--- config.mk ---
export PLATFORM = sky130hd
export DESIGN_NAME = sorted_min_priority_queue
export DESIGN_NICKNAME = d
export VERILOG_FILES = /design/src/sv/smpq_pkg.sv /design/src/sv/sorted_min_priority_queue.sv /design/src/sv/smpq_cell.sv
export SDC_FILE = /design/constraint.sdc
export NUM_CORES = 2
export LEC_CHECK = 0
export BUFFER_PORTS_ARGS = -buffer_cell sky130_fd_sc_hd__buf_2
export CAP_MARGIN = 25
export CORE_MARGIN = 2
export CORE_UTILIZATION = 40
export DETAILED_ROUTE_END_ITERATION = 7
export PLACE_DENSITY = 0.56
export SYNTH_ARGS = -nofsm -noshare
export SYNTH_HDL_FRONTEND = slang
export SYNTH_SLANG_ARGS = --single-unit
--- constraint.sdc ---
create_clock -name clk -period 5.8 [get_ports clk]
set_input_delay 0.29 -clock clk [delete_from_list [all_inputs] [get_ports clk]]
set_output_delay 0.29 -clock clk [all_outputs]
set_load 0.005 [all_outputs]
--- src/sv/smpq_pkg.sv ---
package smpq_pkg;

  localparam int KEY_W = 32;
  localparam int OUT_CNT_W = 5;

  typedef enum logic {
    OP_PUSH = 1'b0,
    OP_POP  = 1'b1
  } op_t;

  typedef enum logic [1:0] {
    ERR_OK         = 2'd0,
    ERR_POP_EMPTY  = 2'd1,
    ERR_PUSH_FULL  = 2'd2,
    ERR_RSVD       = 2'd3
  } err_t;

  // Shift command broadcast to every cell in the row.
  typedef struct packed {
    logic                    push;
    logic                    pop;
    logic signed [KEY_W-1:0] key;
  } shift_ctrl_t;

endpackage

--- src/sv/sorted_min_priority_queue.sv ---
// out_valid pulses the cycle after start is taken.
// Throughput: one word per cycle; busy stays low, since every cell compares
// the key with its own entry and shifts in the same cycle.
// Reset (rst_n low, synchronous) empties the queue and clears out_valid.
// The receiver cannot stall: each result shows for exactly one cycle.
module sorted_min_priority_queue #(
  parameter int CAPACITY = 16
) (
  input  logic                              clk,
  input  logic                              rst_n,
  input  logic                              start,
  output logic                              busy,
  input  logic                              in_opcode,
  input  logic signed [smpq_pkg::KEY_W-1:0] in_key,
  output logic                              out_valid,
  output logic signed [smpq_pkg::KEY_W-1:0] out_top_key,
  output logic                              out_empty_res,
  output logic [smpq_pkg::OUT_CNT_W-1:0]    out_entry_count,
  output logic [1:0]                        out_error_code
);

  localparam int CNT_W = $clog2(CAPACITY + 1);

  logic [CNT_W-1:0]                   count_r;
  logic [CNT_W-1:0]                   count_nxt;
  logic [CNT_W+smpq_pkg::OUT_CNT_W-1:0] count_ext;
  smpq_pkg::shift_ctrl_t              ctrl;
  smpq_pkg::err_t                     err;
  logic                               full;
  logic                               empty;
  logic signed [smpq_pkg::KEY_W-1:0]  top_nxt;

  logic signed [smpq_pkg::KEY_W-1:0]  entries [CAPACITY];
  logic                               stays   [CAPACITY];

  assign busy  = 1'b0;
  assign full  = count_r == CNT_W'(CAPACITY);
  assign empty = count_r == '0;

  always_comb begin
    ctrl.key  = in_key;
    ctrl.push = 1'b0;
    ctrl.pop  = 1'b0;
    err       = smpq_pkg::ERR_OK;
    count_nxt = count_r;
    if (start) begin
      unique case (smpq_pkg::op_t'(in_opcode))
        smpq_pkg::OP_PUSH: begin
          if (full) begin
            err = smpq_pkg::ERR_PUSH_FULL;
          end else begin
            ctrl.push = 1'b1;
            count_nxt = count_r + 1'b1;
          end
        end
        smpq_pkg::OP_POP: begin
          if (empty) begin
            err = smpq_pkg::ERR_POP_EMPTY;
          end else begin
            ctrl.pop  = 1'b1;
            count_nxt = count_r - 1'b1;
          end
        end
        default: err = smpq_pkg::ERR_OK;
      endcase
    end
  end

  // smallest key after the operation, taken from the cells' current entries
  always_comb begin
    priority if (count_nxt == '0) begin
      top_nxt = '0;
    end else if (ctrl.push) begin
      top_nxt = (empty || (in_key < entries[0])) ? in_key : entries[0];
    end else if (ctrl.pop) begin
      top_nxt = entries[1];
    end else begin
      top_nxt = entries[0];
    end
  end

  assign count_ext = {{smpq_pkg::OUT_CNT_W{1'b0}}, count_nxt};

  for (genvar i = 0; i < CAPACITY; i++) begin : g_cell
    logic                              l_stay;
    logic signed [smpq_pkg::KEY_W-1:0] l_entry;
    logic signed [smpq_pkg::KEY_W-1:0] r_entry;

    if (i == 0) begin : g_head
      // head cell takes the new key whenever it does not keep its own
      assign l_stay  = 1'b1;
      assign l_entry = in_key;
    end else begin : g_body
      assign l_stay  = stays[i-1];
      assign l_entry = entries[i-1];
    end

    if (i == CAPACITY - 1) begin : g_tail
      assign r_entry = in_key;
    end else begin : g_mid
      assign r_entry = entries[i+1];
    end

    smpq_cell #(
      .IDX   (i),
      .CNT_W (CNT_W)
    ) u_cell (
      .clk         (clk),
      .ctrl        (ctrl),
      .count       (count_r),
      .left_stay   (l_stay),
      .left_entry  (l_entry),
      .right_entry (r_entry),
      .stay        (stays[i]),
      .entry       (entries[i])
    );
  end

  always_ff @(posedge clk) begin
    if (!rst_n) begin
      count_r   <= '0;
      out_valid <= 1'b0;
    end else begin
      count_r   <= count_nxt;
      out_valid <= start;
    end
    out_top_key     <= top_nxt;
    out_empty_res   <= count_nxt == '0;
    out_entry_count <= count_ext[smpq_pkg::OUT_CNT_W-1:0];
    out_error_code  <= err;
  end

endmodule

--- src/sv/smpq_cell.sv ---
module smpq_cell #(
  parameter int IDX   = 0,
  parameter int CNT_W = 5
) (
  input  logic                              clk,
  input  smpq_pkg::shift_ctrl_t             ctrl,
  input  logic [CNT_W-1:0]                  count,
  input  logic                              left_stay,
  input  logic signed [smpq_pkg::KEY_W-1:0] left_entry,
  input  logic signed [smpq_pkg::KEY_W-1:0] right_entry,
  output logic                              stay,
  output logic signed [smpq_pkg::KEY_W-1:0] entry
);

  logic signed [smpq_pkg::KEY_W-1:0] entry_r;
  logic signed [smpq_pkg::KEY_W-1:0] entry_nxt;
  logic                              occ;

  assign occ   = count > CNT_W'(IDX);
  // keep the entry when it is at or below the new key, so ties stay in arrival order
  assign stay  = occ && (entry_r <= ctrl.key);
  assign entry = entry_r;

  always_comb begin
    entry_nxt = entry_r;
    if (ctrl.push) begin
      priority if (stay) begin
        entry_nxt = entry_r;
      end else if (left_stay) begin
        entry_nxt = ctrl.key;
      end else begin
        entry_nxt = left_entry;
      end
    end else if (ctrl.pop) begin
      entry_nxt = right_entry;
    end
  end

  always_ff @(posedge clk) begin
    entry_r <= entry_nxt;
  end

endmodule
**Yosys cells after proc, flatten, opt, wreduce, memory -nomap -nowiden**

Cells that the tools add are included.

- Add/sub/neg operators: 2
- Eq/ne operators: 17
- Mux-type cells: 77
- Magnitude comparators: 33
- Bitwise logic cells: 1
- Reductions and logical operators: 35

Operators by type and width:

| kind | number |
|---|---|
| 2-to-1 mux 32 bit | 65 |
| less-or-equal comparator 32 bit | 16 |
| greater-than comparator 5 x 4 -> 1 bit (second input constant) | 8 |
| less-than comparator 32 bit | 1 |
| != test 2 bit (second input constant) | 16 |
| AND reduction 2 bit | 15 |
| greater-than comparator 5 x 3 -> 1 bit (second input constant) | 4 |
| logical AND 1 bit | 16 |
| 2-to-1 mux 5 bit | 3 |
| greater-than comparator 5 x 1 -> 1 bit (second input constant) | 2 |
| greater-than comparator 5 x 2 -> 1 bit (second input constant) | 2 |
| logical NOT 5 bit | 2 |
| case mux 5 bit (2 select lines) | 1 |
| adder 5 x 1 -> 5 bit (second input constant) | 1 |
| equality test 5 bit (second input constant) | 1 |
| 2-to-1 mux 1 bit | 5 |
| subtractor 5 x 1 -> 5 bit (second input constant) | 1 |
| 2-to-1 mux 2 bit | 2 |
| case mux 2 bit (2 select lines) | 1 |
| nonzero test 2 bit | 1 |
| logical OR 1 bit | 1 |
| NOT 1 bit | 1 |

- Register bits after elaboration: 558
- Output and inout port bits: 42
- Logic and storage cells: 187
- Input port bits: 36

**Longest topological paths before layout**

- Depth after elaboration: 6
- Depth in mapped cells: 13
- Gate-level depth less buffers: 10

**Cells and area by module**

A second synthesis with hierarchy kept.

- Cell total of the unflattened synthesis: 4705
- Area total of the unflattened synthesis: 43659.4 um^2

Modules (own cells, without submodules):

| module | seq. area each (um^2) | times used | cells each | area an instance (um^2) |
|---|---|---|---|---|
| smpq_cell (g_cell[14].u_cell ...) | 960.9 | 2 | 261 | 2471.1 |
| sorted_min_priority_queue | 920.9 | 1 | 513 | 3808.7 |
| smpq_cell (g_cell[9].u_cell) | 960.9 | 1 | 266 | 2518.7 |
| smpq_cell (g_cell[5].u_cell) | 960.9 | 1 | 265 | 2516.2 |
| smpq_cell (g_cell[3].u_cell) | 960.9 | 1 | 265 | 2513.7 |
| smpq_cell (g_cell[1].u_cell) | 960.9 | 1 | 268 | 2507.4 |
| smpq_cell (g_cell[13].u_cell) | 960.9 | 1 | 264 | 2499.9 |
| smpq_cell (g_cell[8].u_cell) | 960.9 | 1 | 257 | 2494.9 |
| smpq_cell (g_cell[2].u_cell) | 960.9 | 1 | 256 | 2492.4 |
| smpq_cell (g_cell[15].u_cell) | 960.9 | 1 | 256 | 2491.1 |
| smpq_cell (g_cell[0].u_cell) | 960.9 | 1 | 258 | 2489.9 |
| smpq_cell (g_cell[4].u_cell) | 960.9 | 1 | 264 | 2489.9 |
| smpq_cell (g_cell[7].u_cell) | 960.9 | 1 | 265 | 2483.6 |
| smpq_cell (g_cell[11].u_cell) | 960.9 | 1 | 265 | 2481.1 |
| +2 rows | n/a | n/a | n/a | n/a |

**Least setup slack after synthesis**

No wires, ideal clock.

- Kind: input to register
- Start: input in_key[31] (netlist name)
- End: register g_cell[11].u_cell.entry_r, in the netlist g_cell[11].u_cell.entry[0] (enable)
- Arrival: 4.978 ns
- Buffers on the path: 2
- Slack: 0.356 ns
- Data required time: 5.334 ns
- Setup time: 0.466 ns
- Stages on the path: 9
- Path through: clkbuf_1 > inv_1 > ha_1 > nand4_1 > or4_1 > o211ai_1 > o311ai_1 > clkbuf_1 > o21ai_0

- Cells in the longest elaborated chain, start to end: 4

Ends and longest elaborated chain:

| element | line | RTL |
|---|---|---|
| start, declared | sorted_min_priority_queue.sv:14 | `input logic signed [smpq_pkg::KEY_W-1:0] in_key,` |
| less-or-equal comparator 32 bit | smpq_cell.sv:21 | `assign stay = occ && (entry_r <= ctrl.key);` |
| logical AND 1 bit | smpq_cell.sv:21 |  |
| != test 2 bit (no line) | n/a |  |
| AND reduction 2 bit (no line) | n/a |  |
| end signal, assigned | smpq_cell.sv:40 | `entry_r <= entry_nxt;` |
| end, declared | smpq_cell.sv:15 | `logic signed [smpq_pkg::KEY_W-1:0] entry_r;` |

No other way between the ends.
A chain may end at the register's enable or synchronous reset.

**Worst setup path in the final report**

- Start: input in_key[14] (netlist name)
- End: register g_cell[6].u_cell.entry_r, in the netlist g_cell[6].u_cell.entry[29] (enable)

- Cells in the longest elaborated chain, start to end: 4

Ends and longest elaborated chain:

| element | line |
|---|---|
| less-or-equal comparator 32 bit | smpq_cell.sv:21 |
| logical AND 1 bit | smpq_cell.sv:21 |
| != test 2 bit (no line) | n/a |
| AND reduction 2 bit (no line) | n/a |
| end signal, assigned | smpq_cell.sv:40 |
| end, declared | smpq_cell.sv:15 |

No other way between the ends.

==> results.ini <==
[synth]
yosysUniqueCellTypes=71
async_reset_ff_share_pct=0
synthesis.area_mm2=0.0390
ys_ff_latch=558
yosys_warnings=0
postSynthAreaPerCell_um2=10.1
synthesis.nets=4421
synthCells=3868
synth_edf_count=512
synth_ff_type=edfxtp_1
yosysSeqAreaShare_pct=41.8

[power]
peakVddDrop_mv=0.225
p_leak_uw=0.0174
powerDensity_mw_per_mm2=331

[route]
routedWlPerCell_um=24.9
postRouteAntennaNets=0
wl_mm=129
post-route-drc-count=0
drt_iter0_markers=3124
routed_via_density=6.15
vias=31800
first_pass_iters=6

[floorplanning]
die_h_um=316
core_mm2=0.0966
die_w_um=316
num_rows=114
initial_core_util_pct=40.3
die_area_mm2=0.0999
ios=78

[finish]
multi_input_area_mm2=0.0216
stdcell_count=5175
nNetsFinal=4403
drive_above_1_share_pct=8.90
utilization_pct=44.7
fillers=9130
final_area_mm2=0.0431
register_area_mm2=0.0163
syn_to_final_growth_pct=10.7

[worst_setup_path]
r2r_setup_slack_ps=1640
worst_setup_path_end_kind=flop
critPathCapture=g_cell[6].u_cell.entry[29]$_DFFE_PP_
cp.arrival_ps=4480
start_kind=input pin
rr_worst_depth=9
path_max_fanout=32
r2r-start=g_cell[14].u_cell.entry[31]$_DFFE_PP_
crit_type=in -> reg
cp.required_ps=6060
worst_r2r_endpoint=g_cell[15].u_cell.entry[28]$_DFFE_PP_
critPathLaunch=in_key[14]

[clock_tree]
clock_latency_ps=630
clk_pin_slew_ps=60
cts_sinks=558
cts_tree=yes
cts_resized=0
cts_buffer_depth=3
root_buffer=clkbuf_16
cts-hold-fix-buffers=2
numCtsBuffers=68
htree_levels=3
cts_setup_buffers=0

[hold_path]
hold_depth=2
hp-class=in -> reg

[sta]
min_period_ps=4220
fin_worst_skew_ps=21.8
worst_slew_pin_slew_ps=1000
clock.fmax_ghz=0.237
post-route-period-util_pct=72.7
hold_viol=0
relSlewSlack_pct=33.0
setup_viol=0
rsz0062_at_grt=false
slew_viol_final=0
fin_setup_tns_ps=0

[placement]
place.gp.congestion=0.896
hpwlAfterDp_mm=94.5
io_buffers=76
dpl-instance-area_mm2=0.0409
dpl.cell_count=5053

[grt]
grt_max_degree=195
grt.busiest_layer=met2
grt_pass1_wl_mm=193
antenna_found_initial=6
gr-usage-met2_pct=39.2
track_usage_pct=25.4
grtUsageMet1_pct=36.7
grt_use_met3_pct=2.96
grt_pass1_vias=30000
grt_overflow_total=0

[status]
status=complete, no violations

[flow_run]
cap_violations=0

worst min path at each step:
stage	end	slack (ps)	startpoint
3_3_place_gp	out_error_code[1]$_SDFF_PP0_	570	in_opcode
6_report	out_valid$_SDFF_PN0_	50	start
2_1_floorplan	out_error_code[1]$_SDFF_PP0_	370	in_opcode
3_5_place_dp	g_cell[14].u_cell.entry[30]$_DFFE_PP_	570	g_cell[15].u_cell.entry[30]$_DFFE_PP_
4_1_cts	out_valid$_SDFF_PN0_	30	start
5_1_grt	out_valid$_SDFF_PN0_	60	start
cell usage in the layout (no fill, tap or decap), types with 70 or more instances in the layout:
| cell type | n |
|---|---|
| a21oi_1 | 252 |
| buf_2 | 76 |
| buf_4 | 70 |
| clkbuf_16 | 72 |
| edfxtp_1 | 512 |
| ha_1 | 517 |
| inv_1 | 74 |
| mux2i_1 | 226 |
| nand2_1 | 544 |
| nand3_1 | 260 |
| nand4_1 | 113 |
| nor2_1 | 122 |
| o211ai_1 | 303 |
| o21ai_0 | 184 |
where the power goes:
part           total, µW  switching (µW)  internal (µW)
Sequential          6040             643           5400
Clock               4280            1790           2490
Combinational       3970            2430           1540
Total              14300            4860           9440
critical path, cell delays in order:
cell and delay [ps]:
buf_2 310, inv_1 380, buf_4 310, ha_1 310
nand4_1 260, nor4_1 900, o21ai_0 290, a31oi_1 400
o41ai_1 170, a31oi_4 200, nand2_1 80, nand2_1 100
buf_4 420
cell type report:
type | instances | share of cell area (%)
multi-input cells | 2987 | 50.1
flip-flops and latches | 558 | 37.8
clock buffers | 99 | 4.69
well taps | 1276 | 3.70
repair buffers | 161 | 2.77
inverters | 74 | 0.644
clock inverters | 18 | 0.305
diodes | 2 | 0.0116
synthesized netlist by cell type, types with 4 or more instances:
| cell | count | share of area [%] |
|---|---|---|
| o211ai_1 | 303 | 5.8 |
| o22ai_1 | 34 | 0.55 |
| ha_1 | 517 | 17 |
| o21ai_0 | 187 | 2.4 |
| a21o_1 | 48 | 0.93 |
| o22a_1 | 30 | 0.67 |
| o31ai_1 | 4 | 0.077 |
| a21boi_0 | 5 | 0.096 |
| o21a_1 | 16 | 0.31 |
| dfxtp_1 | 46 | 2.4 |
| nor2b_1 | 22 | 0.35 |
| a2111oi_0 | 11 | 0.25 |
| edfxtp_1 | 512 | 39 |
| o2bb2ai_1 | 4 | 0.090 |
| nor3_1 | 25 | 0.32 |
| nor3b_1 | 4 | 0.077 |
| nor2_1 | 127 | 1.2 |
| nand3_1 | 265 | 3.4 |
| nand2b_1 | 10 | 0.16 |
| buf_1 | 34 | 0.33 |
| a211oi_1 | 22 | 0.42 |
| and4_1 | 8 | 0.18 |
| o221ai_1 | 10 | 0.22 |
| a221oi_1 | 12 | 0.27 |
| or4_1 | 11 | 0.21 |
| mux2_4 | 30 | 1.2 |
| and3_1 | 7 | 0.11 |
| a21oi_1 | 253 | 3.3 |
| nor4_1 | 20 | 0.32 |
| a22oi_1 | 4 | 0.077 |
| a31oi_1 | 12 | 0.19 |
| and2_1 | 5 | 0.080 |
| inv_1 | 74 | 0.71 |
| nand2_1 | 545 | 5.3 |
| mux2i_1 | 227 | 5.8 |
| a32o_1 | 5 | 0.13 |
| buf_2 | 10 | 0.13 |
| o21ai_1 | 16 | 0.21 |
| o21bai_1 | 4 | 0.077 |
| or3_1 | 4 | 0.064 |
| nand4_1 | 113 | 1.8 |
| o221a_2 | 31 | 0.90 |
| clkbuf_1 | 201 | 1.9 |
per-layer routing:
metal	part of all wire (%)	vias up
li1	-	15000
met1	46	15500
met2	44	1168
met3	6.7	189
met4	3.2	6
met5	0.034	-
kinds of logic after synthesis:
family	after synthesis	share of synthesized area, %
xor gates and xnor gates	1	0.0225
buffers and inverters	323	3.21
adders and majority gates	517	16.6
muxes	259	7.05
and+or+nand+nor	1180	13.9
AOI/OAI and AO/OA	1029	17.4
DFF	558	41.8
other	1	0.00963
per-stage QoR:
stage	hold WS, ps	setup WS [ps]	total power, µW
3_5_place_dp	569	995	10000
4_1_cts	27.3	1630	14300
2_1_floorplan	366	356	8550
3_3_place_gp	570	1020	9970
5_1_grt	55.0	1480	15000
6_report	52.0	1580	14300
sequential cells by signal (all words and copies together) (netlist names):
register / count
count_r: 5
g_cell.u_cell.entry: 512
out_empty_res: 1
out_entry_count: 5
out_error_code: 2
out_top_key: 32
out_valid: 1
(Power assumes the default switching activity.)
